[config.mk]
export PLATFORM = sky130hd
export DESIGN_NAME = heater_band_hysteresis_control
export DESIGN_NICKNAME = d
export VERILOG_FILES = /design/src/design/hbh_pkg.sv /design/src/design/hbh_cfg_regs.sv /design/src/design/hbh_step.sv /design/src/design/heater_band_hysteresis_control.sv
export SDC_FILE = /design/constraint.sdc
export NUM_CORES = 1
export LEC_CHECK = 0
export BUFFER_PORTS_ARGS = -buffer_cell sky130_fd_sc_hd__buf_2
export CORE_ASPECT_RATIO = 0.6
export CORE_MARGIN = 1
export CORE_UTILIZATION = 57
export CTS_CLUSTER_DIAMETER = 40
export DETAILED_ROUTE_END_ITERATION = 10
export PLACE_DENSITY_LB_ADDON = 0.15
export SETUP_SLACK_MARGIN = 0.4
export SLEW_MARGIN = 20
export SYNTH_ARGS = -nofsm -noshare
export SYNTH_HDL_FRONTEND = slang
export SYNTH_SLANG_ARGS = --single-unit
[constraint.sdc]
create_clock -name aclk -period 10.6 [get_ports aclk]
set_clock_uncertainty 0.2 [all_clocks]
set_input_delay 0.53 -clock aclk [delete_from_list [all_inputs] [get_ports aclk]]
set_output_delay 0.53 -clock aclk [all_outputs]
set_load 0.1 [all_outputs]
[src/design/hbh_pkg.sv]
// Shared types, register indexes, fault codes and dwell limits for the
// heater band hysteresis controller. No dependencies.
package hbh_pkg;

    localparam int CFG_DATA_W = 16;
    localparam int CFG_IDX_W  = 3;

    // dwell thresholds in milliseconds
    localparam logic [31:0] ON_DWELL_OUTER_MS  = 32'd3000;
    localparam logic [31:0] OFF_DWELL_OUTER_MS = 32'd5000;
    localparam logic [31:0] ON_DWELL_INNER_MS  = 32'd2000;
    localparam logic [31:0] OFF_DWELL_INNER_MS = 32'd10000;

    // register reset values
    localparam logic [15:0] EVAL_INTERVAL_RST = 16'd1000;
    localparam logic [13:0] HIGH_LIMIT_RST    = 14'd9000;
    localparam logic [9:0]  COARSE_BAND_RST   = 10'd200;
    localparam logic [9:0]  FINE_BAND_RST     = 10'd40;
    localparam logic [15:0] HOLDOFF_RST       = 16'd30000;

    typedef enum logic [CFG_IDX_W-1:0] {
        REG_SETPOINT      = 3'd0,
        REG_ENABLE        = 3'd1,
        REG_EVAL_INTERVAL = 3'd2,
        REG_HIGH_LIMIT    = 3'd3,
        REG_COARSE_BAND   = 3'd4,
        REG_FINE_BAND     = 3'd5,
        REG_HOLDOFF       = 3'd6
    } reg_idx_t;

    typedef enum logic [1:0] {
        FAULT_NONE        = 2'd0,
        FAULT_DEAD_SENSOR = 2'd1,
        FAULT_OVERTEMP    = 2'd2
    } fault_t;

    typedef struct packed {
        logic [13:0] setpoint;
        logic        enable;
        logic [15:0] eval_interval;
        logic [13:0] high_limit;
        logic [9:0]  coarse_band;
        logic [9:0]  fine_band;
        logic [15:0] holdoff;
    } cfg_t;

    typedef struct packed {
        logic [31:0] last_eval_time;
        logic        eval_seen;
        logic [31:0] last_check_time;
        logic        check_seen;
        logic [31:0] on_dwell;
        logic [31:0] off_dwell;
        logic        heater;
        logic        pump;
        logic [31:0] last_notify_time;
        logic        notify_seen;
    } state_t;

    typedef struct packed {
        logic   evaluated;
        logic   heater_on;
        logic   pump_on;
        fault_t fault;
        logic   publish;
    } result_t;

endpackage

[src/design/hbh_cfg_regs.sv]
// Configuration register file with write decode and the control-off
// refresh strobe. Depends on hbh_pkg.
module hbh_cfg_regs import hbh_pkg::*; (
    input  logic                  aclk,
    input  logic                  aresetn,
    input  logic                  cfg_wr_en,
    input  logic [CFG_IDX_W-1:0]  cfg_index,
    input  logic [CFG_DATA_W-1:0] cfg_data,
    output cfg_t                  cfg,
    output logic                  refresh
);

    cfg_t     cfg_reg;
    cfg_t     cfg_next;
    reg_idx_t idx;

    assign idx = reg_idx_t'(cfg_index);

    always_comb begin
        cfg_next = cfg_reg;
        if (cfg_wr_en) begin
            unique case (idx)
                REG_SETPOINT:      cfg_next.setpoint      = cfg_data[13:0];
                REG_ENABLE:        cfg_next.enable        = cfg_data[0];
                REG_EVAL_INTERVAL: cfg_next.eval_interval = cfg_data;
                REG_HIGH_LIMIT:    cfg_next.high_limit    = cfg_data[13:0];
                REG_COARSE_BAND:   cfg_next.coarse_band   = cfg_data[9:0];
                REG_FINE_BAND:     cfg_next.fine_band     = cfg_data[9:0];
                REG_HOLDOFF:       cfg_next.holdoff       = cfg_data;
                default:           cfg_next = cfg_reg;
            endcase
        end
    end

    // writing setpoint or enable into an off condition clears the loop state
    assign refresh = cfg_wr_en && (idx == REG_SETPOINT || idx == REG_ENABLE) &&
                     (cfg_next.setpoint == 14'd0 || !cfg_next.enable);

    always_ff @(posedge aclk) begin
        if (!aresetn) begin
            cfg_reg.setpoint      <= 14'd0;
            cfg_reg.enable        <= 1'b0;
            cfg_reg.eval_interval <= EVAL_INTERVAL_RST;
            cfg_reg.high_limit    <= HIGH_LIMIT_RST;
            cfg_reg.coarse_band   <= COARSE_BAND_RST;
            cfg_reg.fine_band     <= FINE_BAND_RST;
            cfg_reg.holdoff       <= HOLDOFF_RST;
        end else begin
            cfg_reg <= cfg_next;
        end
    end

    assign cfg = cfg_reg;

endmodule

[src/design/hbh_step.sv]
// Combinational evaluation of one sample: interval gate, fault checks,
// notify holdoff, dwell update and band rule. Depends on hbh_pkg.
module hbh_step import hbh_pkg::*; (
    input  cfg_t               cfg,
    input  state_t             st,
    input  logic        [31:0] now_ms,
    input  logic signed [14:0] temperature_centi,
    output state_t             st_next,
    output result_t            res
);

    logic [31:0]        since_eval;
    logic [31:0]        since_notify;
    logic [31:0]        dt;
    logic [32:0]        on_sum;
    logic [32:0]        off_sum;
    logic [31:0]        on_dwell;
    logic [31:0]        off_dwell;
    logic signed [16:0] t_ext;
    logic signed [16:0] sp_ext;
    logic signed [16:0] coarse_edge;
    logic signed [16:0] fine_edge;
    logic               due;
    logic               dead;
    logic               over;
    logic               notify_ok;
    logic               ctrl_off;
    logic               heater_new;
    fault_t             fault;

    assign since_eval   = now_ms - st.last_eval_time;
    assign since_notify = now_ms - st.last_notify_time;
    assign due          = !st.eval_seen || (since_eval >= {16'd0, cfg.eval_interval});
    assign notify_ok    = !st.notify_seen || (since_notify >= {16'd0, cfg.holdoff});
    assign ctrl_off     = (cfg.setpoint == 14'd0) || !cfg.enable;

    assign t_ext       = {{2{temperature_centi[14]}}, temperature_centi};
    assign sp_ext      = $signed({3'd0, cfg.setpoint});
    assign coarse_edge = sp_ext - $signed({7'd0, cfg.coarse_band});
    assign fine_edge   = sp_ext - $signed({7'd0, cfg.fine_band});

    assign dead = temperature_centi[14] || (temperature_centi == 15'sd0);
    assign over = t_ext > $signed({3'd0, cfg.high_limit});

    always_comb begin
        if (dead) begin
            fault = FAULT_DEAD_SENSOR;
        end else if (over) begin
            fault = FAULT_OVERTEMP;
        end else begin
            fault = FAULT_NONE;
        end
    end

    // dwell of the current heater state grows by elapsed time, saturating
    assign dt      = now_ms - st.last_check_time;
    assign on_sum  = {1'b0, st.on_dwell} + {1'b0, dt};
    assign off_sum = {1'b0, st.off_dwell} + {1'b0, dt};

    always_comb begin
        on_dwell  = st.on_dwell;
        off_dwell = st.off_dwell;
        if (st.check_seen) begin
            if (st.heater) begin
                on_dwell  = on_sum[32] ? 32'hFFFF_FFFF : on_sum[31:0];
                off_dwell = 32'd0;
            end else begin
                off_dwell = off_sum[32] ? 32'hFFFF_FFFF : off_sum[31:0];
                on_dwell  = 32'd0;
            end
        end
    end

    // three-band rule
    always_comb begin
        heater_new = st.heater;
        if (t_ext < coarse_edge) begin
            heater_new = 1'b1;
        end else if (t_ext < fine_edge) begin
            if (on_dwell >= ON_DWELL_OUTER_MS) begin
                heater_new = 1'b0;
            end else if (off_dwell >= OFF_DWELL_OUTER_MS) begin
                heater_new = 1'b1;
            end
        end else if (t_ext < sp_ext) begin
            if (on_dwell >= ON_DWELL_INNER_MS) begin
                heater_new = 1'b0;
            end else if (off_dwell >= OFF_DWELL_INNER_MS) begin
                heater_new = 1'b1;
            end
        end else begin
            heater_new = 1'b0;
        end
    end

    always_comb begin
        st_next       = st;
        res.evaluated = 1'b0;
        res.fault     = FAULT_NONE;
        res.publish   = 1'b0;
        if (due) begin
            res.evaluated          = 1'b1;
            res.fault              = fault;
            st_next.last_eval_time = now_ms;
            st_next.eval_seen      = 1'b1;
            if (fault != FAULT_NONE) begin
                st_next.heater = 1'b0;
                st_next.pump   = 1'b0;
                if (notify_ok) begin
                    st_next.last_notify_time = now_ms;
                    st_next.notify_seen      = 1'b1;
                    res.publish              = 1'b1;
                end
            end else if (!ctrl_off) begin
                st_next.pump            = 1'b1;
                st_next.on_dwell        = on_dwell;
                st_next.off_dwell       = off_dwell;
                st_next.last_check_time = now_ms;
                st_next.check_seen      = 1'b1;
                st_next.heater          = heater_new;
            end
        end
        res.heater_on = st_next.heater;
        res.pump_on   = st_next.pump;
    end

endmodule

[src/design/heater_band_hysteresis_control.sv]
// Top level of the heater band hysteresis controller: input register,
// loop state, result register. Depends on hbh_pkg, hbh_cfg_regs, hbh_step.
//
// Usage:
//  - Input channel (s_valid/s_ready): one transaction is one sample, a
//    wrapping millisecond timestamp and a signed centidegree temperature.
//  - Result channel (m_valid/m_ready): exactly one transaction per sample,
//    in order: evaluated flag, heater and pump drives after the sample,
//    fault code and the rate-limited publish_error pulse.
//  - Config port: cfg_wr_en/cfg_index/cfg_data, written in one cycle,
//    only while no sample is in flight. Indexes past the list are dropped.
//  - Timing: an accepted sample has its result registered once the result
//    register is free. Throughput is one sample per cycle while m_ready is
//    high; the limit is the single evaluate stage between the input
//    register and the result register, which also carries the loop state.
//  - Stall: when m_ready is low the result is held; one more sample may
//    wait in the input register, then s_ready drops until the result moves.
//  - Reset (aresetn low, synchronous): registers go to their documented
//    defaults, drives off, all timers and seen flags cleared, both
//    channels empty.
module heater_band_hysteresis_control import hbh_pkg::*; (
    input  logic                  aclk,
    input  logic                  aresetn,
    // configuration
    input  logic                  cfg_wr_en,
    input  logic [CFG_IDX_W-1:0]  cfg_index,
    input  logic [CFG_DATA_W-1:0] cfg_data,
    // sample input
    input  logic                  s_valid,
    output logic                  s_ready,
    input  logic [31:0]           s_now_ms,
    input  logic signed [14:0]    s_temperature_centi,
    // result output
    output logic                  m_valid,
    input  logic                  m_ready,
    output logic                  m_evaluated,
    output logic                  m_heater_on,
    output logic                  m_pump_on,
    output logic [1:0]            m_fault_code,
    output logic                  m_publish_error
);

    cfg_t               cfg;
    logic               refresh;
    state_t             state_reg;
    state_t             state_next;
    result_t            res;
    result_t            res_reg;
    logic               in_vld_reg;
    logic [31:0]        now_reg;
    logic signed [14:0] temp_reg;
    logic               out_vld_reg;
    logic               fire;

    hbh_cfg_regs u_cfg (
        .aclk      (aclk),
        .aresetn   (aresetn),
        .cfg_wr_en (cfg_wr_en),
        .cfg_index (cfg_index),
        .cfg_data  (cfg_data),
        .cfg       (cfg),
        .refresh   (refresh)
    );

    hbh_step u_step (
        .cfg               (cfg),
        .st                (state_reg),
        .now_ms            (now_reg),
        .temperature_centi (temp_reg),
        .st_next           (state_next),
        .res               (res)
    );

    // evaluate when a sample waits and the result slot is free or draining
    assign fire    = in_vld_reg && (!out_vld_reg || m_ready);
    assign s_ready = !in_vld_reg || fire;

    // input register
    always_ff @(posedge aclk) begin
        if (!aresetn) begin
            in_vld_reg <= 1'b0;
        end else if (s_ready) begin
            in_vld_reg <= s_valid;
        end
    end

    always_ff @(posedge aclk) begin
        if (s_valid && s_ready) begin
            now_reg  <= s_now_ms;
            temp_reg <= s_temperature_centi;
        end
    end

    // loop state; user keeps refresh to idle (unenforced); it beats a sample
    always_ff @(posedge aclk) begin
        if (!aresetn) begin
            state_reg <= '0;
        end else if (refresh) begin
            state_reg.heater          <= 1'b0;
            state_reg.pump            <= 1'b0;
            state_reg.eval_seen       <= 1'b0;
            state_reg.last_eval_time  <= 32'd0;
            state_reg.check_seen      <= 1'b0;
            state_reg.last_check_time <= 32'd0;
            state_reg.on_dwell        <= 32'd0;
            state_reg.off_dwell       <= 32'd0;
        end else if (fire) begin
            state_reg <= state_next;
        end
    end

    // result register
    always_ff @(posedge aclk) begin
        if (!aresetn) begin
            out_vld_reg <= 1'b0;
        end else if (fire) begin
            out_vld_reg <= 1'b1;
        end else if (m_ready) begin
            out_vld_reg <= 1'b0;
        end
    end

    always_ff @(posedge aclk) begin
        if (fire) begin
            res_reg <= res;
        end
    end

    assign m_valid         = out_vld_reg;
    assign m_evaluated     = res_reg.evaluated;
    assign m_heater_on     = res_reg.heater_on;
    assign m_pump_on       = res_reg.pump_on;
    assign m_fault_code    = res_reg.fault;
    assign m_publish_error = res_reg.publish;

    // heater never runs without the pump
    a_heater_needs_pump: assert property (@(posedge aclk) disable iff (!aresetn)
        m_valid |-> (!m_heater_on || m_pump_on))
        else $error("heater on with pump off");

    // a fault forces both drives off
    a_fault_drives_off: assert property (@(posedge aclk) disable iff (!aresetn)
        (m_valid && m_fault_code != FAULT_NONE) |-> (!m_heater_on && !m_pump_on))
        else $error("drive on during fault");

    // faults and publish only on evaluated samples, publish only with a fault
    a_publish_needs_fault: assert property (@(posedge aclk) disable iff (!aresetn)
        (m_valid && m_publish_error) |-> (m_evaluated && m_fault_code != FAULT_NONE))
        else $error("publish without fault");

    a_fault_needs_eval: assert property (@(posedge aclk) disable iff (!aresetn)
        (m_valid && !m_evaluated) |-> (m_fault_code == FAULT_NONE))
        else $error("fault on skipped sample");

    // refresh leaves the loop idle with drives off
    a_refresh_clears: assert property (@(posedge aclk) disable iff (!aresetn)
        refresh |=> (!state_reg.heater && !state_reg.pump && !state_reg.eval_seen))
        else $error("refresh did not clear loop state");

endmodule
## Word level (Yosys, flattened, before mapping)

Cells that the tools add are included.

- Bits in registers: 301
- Input bits: 71
- Output and inout port bits: 8

- $add $sub $neg: 7
- Magnitude comparators: 10
- Eq/ne operators: 6
- Mux-type cells: 32
- Bitwise gates (word level): 4
- Reduce and logical (&&, ||, !) cells: 34

Operator list:

| cell | number |
|---|---|
| $mux 32 | 6 |
| $sub 32x32->32 | 3 |
| $mux 81 | 1 |
| $add 32x32->33 | 2 |
| $mux 33 | 2 |
| $ge 32x16->1 | 2 |
| $lt 15x15->1 | 3 |
| $mux 35 | 1 |
| $ge 32x11->1 const B | 1 |
| $ge 32x12->1 const B | 1 |
| $ge 32x13->1 const B | 1 |
| $ge 32x14->1 const B | 1 |
| $mux 16 | 2 |
| $sub 14x10->15 | 2 |
| $logic_not 14->1 | 2 |
| $mux 14 | 2 |
| $mux 10 | 2 |
| $gt 15x15->1 | 1 |
| $logic_not 15->1 | 1 |
| $reduce_and 2->1 | 7 |
| $mux 1 | 12 |
| $eq 3x3->1 const B | 3 |
| $logic_or 1x1->1 | 8 |
| $mux 2 | 4 |
| other kinds (10) | 23 |

## Depth between registers and ports, before layout

Gate-level depths: netlist of run 1.

- Word-level depth: 14
- Depth in mapped cells: 31
- Depth with buffers taken out: 29

## By module

Synthesis of run 1 repeated with hierarchy kept, for this count alone.

- Cell total of the unflattened synthesis: 3271
- Area, all modules: 25708.4 um^2

Modules (own cells, without submodules):

| module | instances | cells each | area each (um^2) | sequential area each (um^2) |
|---|---|---|---|---|
| hbh_step | 1 | 2111 | 14169.8 | 0.0 |
| heater_band_hysteresis_control | 1 | 780 | 8296.7 | 4934.7 |
| hbh_cfg_regs | 1 | 380 | 3241.9 | 1621.6 |

## Worst setup path after synthesis of run 1

OpenSTA, ideal clock, no wires.

- Path type: flip-flop to flip-flop
- Start point: register now_reg[5]
- End point: register res_reg (netlist bit m_heater_on) (data pin)
- Setup time: 272 ps
- Data arrival time: 5526 ps
- Required time: 10128 ps
- Path slack: 4602 ps
- Stages on the path, launching flop included: 28
- Cells stage by stage: edfxtp_1 ha_1 or3_4 or2_1 o211a_1 o21ai_1 o22ai_1 o211a_1 a211o_1 o2111a_1 o31a_1 o21a_1 nor2_1 ha_1 o21ai_0 nor2_1 or2_2 a21oi_1 o21ai_1 nor2_1 clkbuf_1 a21oi_1 a21oi_1 a31oi_1 a21oi_1 nor2_1 o2111ai_1 a31oi_1

RTL lines:

| item | RTL line | text |
|---|---|---|
| start, declared | heater_band_hysteresis_control.sv:50 | `logic [31:0] now_reg;` |
| start signal, assigned | heater_band_hysteresis_control.sv:89 | `now_reg <= s_now_ms;` |
| end signal, assigned | heater_band_hysteresis_control.sv:125 | `res_reg <= res;` |
| end, declared | heater_band_hysteresis_control.sv:48 | `result_t res_reg;` |

==> impl_metrics.json, run 1 <==
{
  "start_util": 0.5859,
  "multi_input_area_sq_mm": 0.01526,
  "ios": 79,
  "gr-total-overflow": 0,
  "die-area_sq_mm": 0.04146,
  "syn_inst": 2888,
  "globalplace.congestion": 1.021,
  "htree_levels": 2,
  "required_ns": 10.77,
  "powerDensity_mw_per_mm2": 132.2,
  "status": "finished, final reports clean",
  "p_seq_frac": 0.361,
  "power_frac_comb": 0.215,
  "hold_path.class": "primary input to register",
  "antenna_found_initial": 2,
  "die_x_um": 262.2,
  "track_usage": 0.3598,
  "reg2reg_to": "m_heater_on$_DFFE_PP_",
  "end_kind": "register",
  "n_fill_cell": 3406,
  "netlist_area_sq_mm": 0.02315,
  "grt_pass1_wl_um": 116300,
  "cts_buffers": 42,
  "period_needed_ns": 8.207,
  "yosys.area.top_type": "dfxtp_1",
  "utilization": 0.6537,
  "io_buffers": 78,
  "drc": 0,
  "die_h_um": 158.1,
  "max_slew_margin": 0.2261,
  "synthArstFlopShare": 0,
  "maxCapViolCount": 0,
  "p_sw_frac": 0.3223,
  "post_drt_wl_per_cell_um": 21.47,
  "ir_worst_vdd_mv": 0.1406,
  "dr.pass1.iters": 7,
  "netlist_top_cells_area": "dfxtp_1 (21%), ha_1 (14%), edfxtp_1 (6.9%)",
  "final_common_cell": "nand2_1",
  "yosysSeqAreaShare": 0.2832,
  "antennaDiodeCount": 0,
  "syn_nets": 3230,
  "rr_startpoint": "now_reg[1]$_DFFE_PP_",
  "hpwlAfterDp_um": 57780,
  "power.net_switching_mw": 1.100,
  "worstHoldStart": "s_valid",
  "tns_ns": 0,
  "mostFrequentLayoutCells": "nand2_1 (401), ha_1 (264), dfxtp_1 (248), inv_1 (243), a21oi_1 (240)",
  "power_frac_clock": 0.424,
  "syn_to_final_growth_pct": 11.56,
  "ys_seq_elements": 301,
  "cts_buffer_depth": 3,
  "final-seq-area_sq_mm": 0.006556,
  "cts_tree": "done",
  "detail-route-antenna-nets": 0,
  "fmax_mhz": 121.8,
  "worstSetupPathType": "register to register",
  "post_cts_buffers": 0,
  "power.leakage_nw": 10.90,
  "clkTransAtPathRegs_ns": 0.06,
  "clk-insertion-delay-late_ns": 0.55,
  "finalMaxSlewViolations": 0,
  "cp.arrival_ns": 8.38,
  "grt_max_degree": 87,
  "final_nets": 3320,
  "cts_resized": 0,
  "vias": 22322,
  "timing.final.crit_share": 0.7742,
  "grt_pass1_vias": 20403,
  "postSynthAreaPerCell_sq_um": 8.018,
  "vias_per_cell": 6.318,
  "wl_um": 75860,
  "reg2reg_slack_ns": 2.39,
  "synth_enable_flop_cells": 53,
  "finalHoldViolCount": 0,
  "p_int_mw": 2.314,
  "core_sq_mm": 0.03952,
  "clock-sinks": 301,
  "rsz0062_at_grt": "false",
  "min_path_cells": 3,
  "drtIter0Drc": 2350,
  "largest_register_ffs": 165,
  "hold_end": "in_vld_reg$_SDFFE_PN0N_",
  "ys_warn_count": 0,
  "row_count": 56,
  "setup_viol": 0,
  "tightest_slew_ns": 1.146,
  "clockRootBuffer": "clkbuf_16",
  "drive_gt1_frac": 0.06941,
  "worstPathMaxFanout": 11,
  "yosysUniqueCellTypes": 96,
  "rr_worst_depth": 27,
  "synth-main-ff-cell": "dfxtp_1",
  "crit_path_start_kind": "register",
  "synth_top_area_frac": 0.2144
}
cells in the mapped netlist (7+ instances only):
library cell  instances
nand2_1             402
ha_1                264
dfxtp_1             248
inv_1               243
a21oi_1             240
nor2_1              193
o21ai_0             111
xnor2_1              87
mux2i_1              83
a21o_1               82
clkbuf_1             76
a21boi_0             64
edfxtp_1             53
o211ai_1             49
nand3_1              45
o21a_1               45
nor3_1               44
nand2b_1             42
xor2_1               40
nor2b_1              37
a211oi_1             36
a31oi_1              25
nand4_1              25
nor4_1               25
and3_1               22
o21bai_1             21
or3_1                20
o21ai_1              18
a311oi_1             15
and2_1               15
o22ai_1              12
o31ai_1              11
a211o_1              10
buf_2                10
or2_2                 9
a221oi_1              8
a22o_1                8
buf_4                 8
fa_1                  7
worst max-delay path, cell delays in order (launching register included):
cell and delay, ns:
edfxtp_1 0.53, ha_1 0.34, nor2b_1 0.13, o21ai_0 0.24
a21boi_0 0.24, o311ai_0 0.82, a21oi_1 0.22, o21ai_0 0.46
a211o_1 0.26, a31oi_1 0.15, a21o_1 0.21, a21oi_1 0.21
nor2_1 0.12, mux2i_1 0.13, a221oi_1 0.45, ha_1 0.42
a21o_1 0.22, a21o_1 0.18, a21oi_1 0.37, o21ai_1 0.12
buf_4 0.22, a221oi_1 0.52, a21oi_1 0.12, a221oi_1 0.37
nor2_1 0.16, a41oi_1 0.19, o2111ai_1 0.16, a31oi_1 0.26
routing by layer:
layer	wire, um	part of all wire	GRT usage
met1	35740	0.47	0.5363
met2	27900	0.37	0.4813
met3	10520	0.14	0.1246
met4	1692	0.022	0.08852
met5	13	0.00017	0
power by group through the flow:
stage	clock network, mW	logic, mW	registers [mW]
6_report	1.45	0.735	1.23
5_1_grt	1.50	0.801	1.23
2_1_floorplan	0	0.494	1.25
3_5_place_dp	0	0.692	1.25
4_1_cts	1.45	0.712	1.23
3_3_place_gp	0	0.671	1.25
cell type report:
cell class                      instances  area share
Clock buffer                           50     0.04383
Clock inverter                         27     0.01124
Inverter                              246     0.03575
Multi-Input combinational cell       2241      0.5906
Sequential cell                       301      0.2538
Tap cell                              522     0.02528
Timing Repair Buffer                  146     0.03952
metrics by stage:
step,hold slack [ns],setup WS (ns),area (sq um),power [mW],std cells
after floorplan,0.2347,4.602,23150,1.743,2888
after global placement,0.2414,3.142,23940,1.925,3409
after detailed placement,0.2463,2.733,23940,1.947,3409
after CTS,0.01006,2.669,25830,3.397,3533
after global routing,0.04776,2.064,25830,3.538,3533
final,0.02270,2.393,25830,3.414,3533
repair_timing:
action | CTS | global route
endpoints found under the setup margin | 0 | 0
hold endpoints to repair | 47 | 0
hold buffers | 47 | 0
kinds of logic after synthesis:
family                     share of synthesized area
DFF                                           0.2832
adders and majority gates                     0.1487
AOI/OAI and AO/OA                             0.2389
muxes                                        0.03734
and+or+nand+nor                               0.1849
buffers and inverters                        0.05890
xor gates and xnor gates                     0.04804
worst max path at each step:
stage                         start                     to  slack [ns]  depth (start not counted)
6_report       now_reg[1]$_DFFE_PP_  m_heater_on$_DFFE_PP_        2.39                         27
5_1_grt        now_reg[1]$_DFFE_PP_  m_heater_on$_DFFE_PP_        2.06                         27
4_1_cts        now_reg[1]$_DFFE_PP_  m_heater_on$_DFFE_PP_        2.67                         27
3_5_place_dp   now_reg[1]$_DFFE_PP_  m_heater_on$_DFFE_PP_        2.73                         27
3_3_place_gp   now_reg[1]$_DFFE_PP_  m_heater_on$_DFFE_PP_        3.14                         26
2_1_floorplan  now_reg[5]$_DFFE_PP_  m_heater_on$_DFFE_PP_        4.60                         27
(Power assumes the default switching activity.)
==> inputs of run 2 (changes only) <==
==> constraint.sdc (replaced) <==
create_clock -name aclk -period 7.2 [get_ports aclk]
set_clock_uncertainty 0.2 [all_clocks]
set_input_delay 0.36 -clock aclk [delete_from_list [all_inputs] [get_ports aclk]]
set_output_delay 0.36 -clock aclk [all_outputs]
set_load 0.1 [all_outputs]
==> impl_metrics.json, run 2 (synthesis results as in run 1) <==
{
  "status": "finished, final reports clean",
  "hold_path.class": "primary input to register",
  "vias_per_cell": 6.290,
  "cp_slowest_cell": "edfxtp_1",
  "setup_slack_ns": 0.4287,
  "grt_max_degree": 95,
  "final_area_sq_mm": 0.02679,
  "n_fill_cell": 3244,
  "clkTransAtPathRegs_ns": 0.06,
  "core_sq_mm": 0.03952,
  "utilization": 0.6779,
  "row_count": 56,
  "rr_startpoint": "now_reg[5]$_DFFE_PP_",
  "worstHoldStart": "aresetn",
  "track_usage": 0.3745,
  "wl_um": 79810,
  "cts_buffers": 42,
  "reg2reg_slack_ns": 0.43,
  "io_buffers": 78,
  "antennaDiodeCount": 0,
  "globalplace.congestion": 1.018,
  "dp_slack_ns": 0.05173,
  "die_x_um": 262.2,
  "grt_pass1_wl_um": 120100,
  "cts_buffer_depth": 3,
  "detail-route-antenna-nets": 0,
  "post_drt_wl_per_cell_um": 22.14,
  "antenna_found_initial": 0,
  "mostFrequentLayoutCells": "nand2_1 (400), ha_1 (251), dfxtp_1 (248), inv_1 (242), a21oi_1 (236)",
  "power.leakage_nw": 11.25,
  "clk-insertion-delay-late_ns": 0.58,
  "clock-sinks": 301,
  "ir_worst_vdd_mv": 0.1862,
  "hold_ws_ns": 0.06166,
  "finalHoldViolCount": 0,
  "min_path_cells": 2,
  "worstPathMaxFanout": 6,
  "max_stage_delay_ns": 0.42,
  "final_common_cell": "nand2_1",
  "drtIter0Drc": 2756,
  "rsz0062_at_grt": "true",
  "timing.final.crit_share": 0.9405,
  "dr.pass1.iters": 6,
  "tns_ns": 0,
  "reg2reg_to": "m_heater_on$_DFFE_PP_",
  "crit_path_start_kind": "register",
  "required_ns": 7.29,
  "tightest_slew_ns": 1.159,
  "largest_register_ffs": 165,
  "cp.arrival_ns": 6.86,
  "cp_common_cell": "buf_4",
  "start_util": 0.5859,
  "clockRootBuffer": "clkbuf_16",
  "rr_worst_depth": 29,
  "drc": 0,
  "htree_levels": 2,
  "ios": 79,
  "placed_area_sq_mm": 0.02421,
  "final_nets": 3391,
  "max_slew_margin": 0.2205,
  "hold_end": "u_cfg.cfg[39]$_SDFFE_PN1P_",
  "syn_to_final_growth_pct": 15.69,
  "grt_pass1_vias": 20811,
  "die-area_sq_mm": 0.04146,
  "powerDensity_mw_per_mm2": 190.8,
  "maxCapViolCount": 0,
  "gr-total-overflow": 0,
  "finalMaxSlewViolations": 0,
  "end_kind": "register",
  "hpwlAfterDp_um": 60270,
  "drive_gt1_frac": 0.1018,
  "fmax_mhz": 147.7,
  "die_h_um": 158.1,
  "setup_viol": 0,
  "period_needed_ns": 6.771,
  "vias": 22674,
  "cts_tree": "done",
  "worstSetupPathType": "register to register"
}
run 2: layout make-up:
class / instances / area [sq um] / share of cell area
clock buffers: 50 / 1112 / 0.04152
clock inverters: 28 / 311.5 / 0.01163
inverters: 246 / 925.9 / 0.03456
multi-input cells: 2241 / 15590 / 0.5819
flip-flops and latches: 301 / 6556 / 0.2447
well taps: 522 / 653.1 / 0.02438
repair buffers: 217 / 1642 / 0.06128
run 2: what timing repair did:
item / 4_1_cts / 5_1_grt
resized for setup: 9 / 71
pin swaps: 2 / 31
endpoints found under the setup margin: 2 / 75
buffers inserted: 1 / 17
hold endpoints to repair: 115 / 0
hold buffers: 67 / 0
cloned: 0 / 1
run 2: routing by layer:
layer	routed length [um]	track usage	up-vias
met4	1426	0.07983	0
met5	0	0	-
met2	29260	0.4918	1194
li1	-	-	10666
met1	37760	0.5657	10697
met3	11360	0.1350	117
run 2: worst max-delay path, delay by kind of cell, from the launching register on:
kind | cells | cell delay (ns)
XOR/XNOR | 1 | 0.19
adder cells (fa/ha/maj) | 2 | 0.46
flip-flops | 1 | 0.42
AND/OR/NAND/NOR | 8 | 1.40
buffers and inverters | 3 | 0.52
AO/OA/AOI/OAI | 15 | 3.27
run 2: how the worst max path moves through the flow:
stage          cells after the start                         from                     to  slack, ns
3_5_place_dp                      29  state_reg[101]$_SDFFE_PP0P_  m_heater_on$_DFFE_PP_       0.05
2_1_floorplan                     27         now_reg[5]$_DFFE_PP_  m_heater_on$_DFFE_PP_       1.20
6_report                          29         now_reg[5]$_DFFE_PP_  m_heater_on$_DFFE_PP_       0.43
4_1_cts                           27         now_reg[6]$_DFFE_PP_  m_heater_on$_DFFE_PP_       0.40
5_1_grt                           29         now_reg[5]$_DFFE_PP_  m_heater_on$_DFFE_PP_       0.27
3_3_place_gp                      29  state_reg[101]$_SDFFE_PP0P_  m_heater_on$_DFFE_PP_       0.11
run 2: where the power goes:
part	internal, mW	leakage [nW]	switching (mW)
combinational	0.437	8.05	0.703
clock	1.25	0.685	0.913
sequential	1.76	2.52	0.0491
total	3.44	11.3	1.67
run 2: per-stage QoR:
step,instances,power [mW]
2_1_floorplan,2888,2.566
3_3_place_gp,3440,2.854
3_5_place_dp,3440,2.882
4_1_cts,3586,5.052
5_1_grt,3605,5.295
6_report,3605,5.110
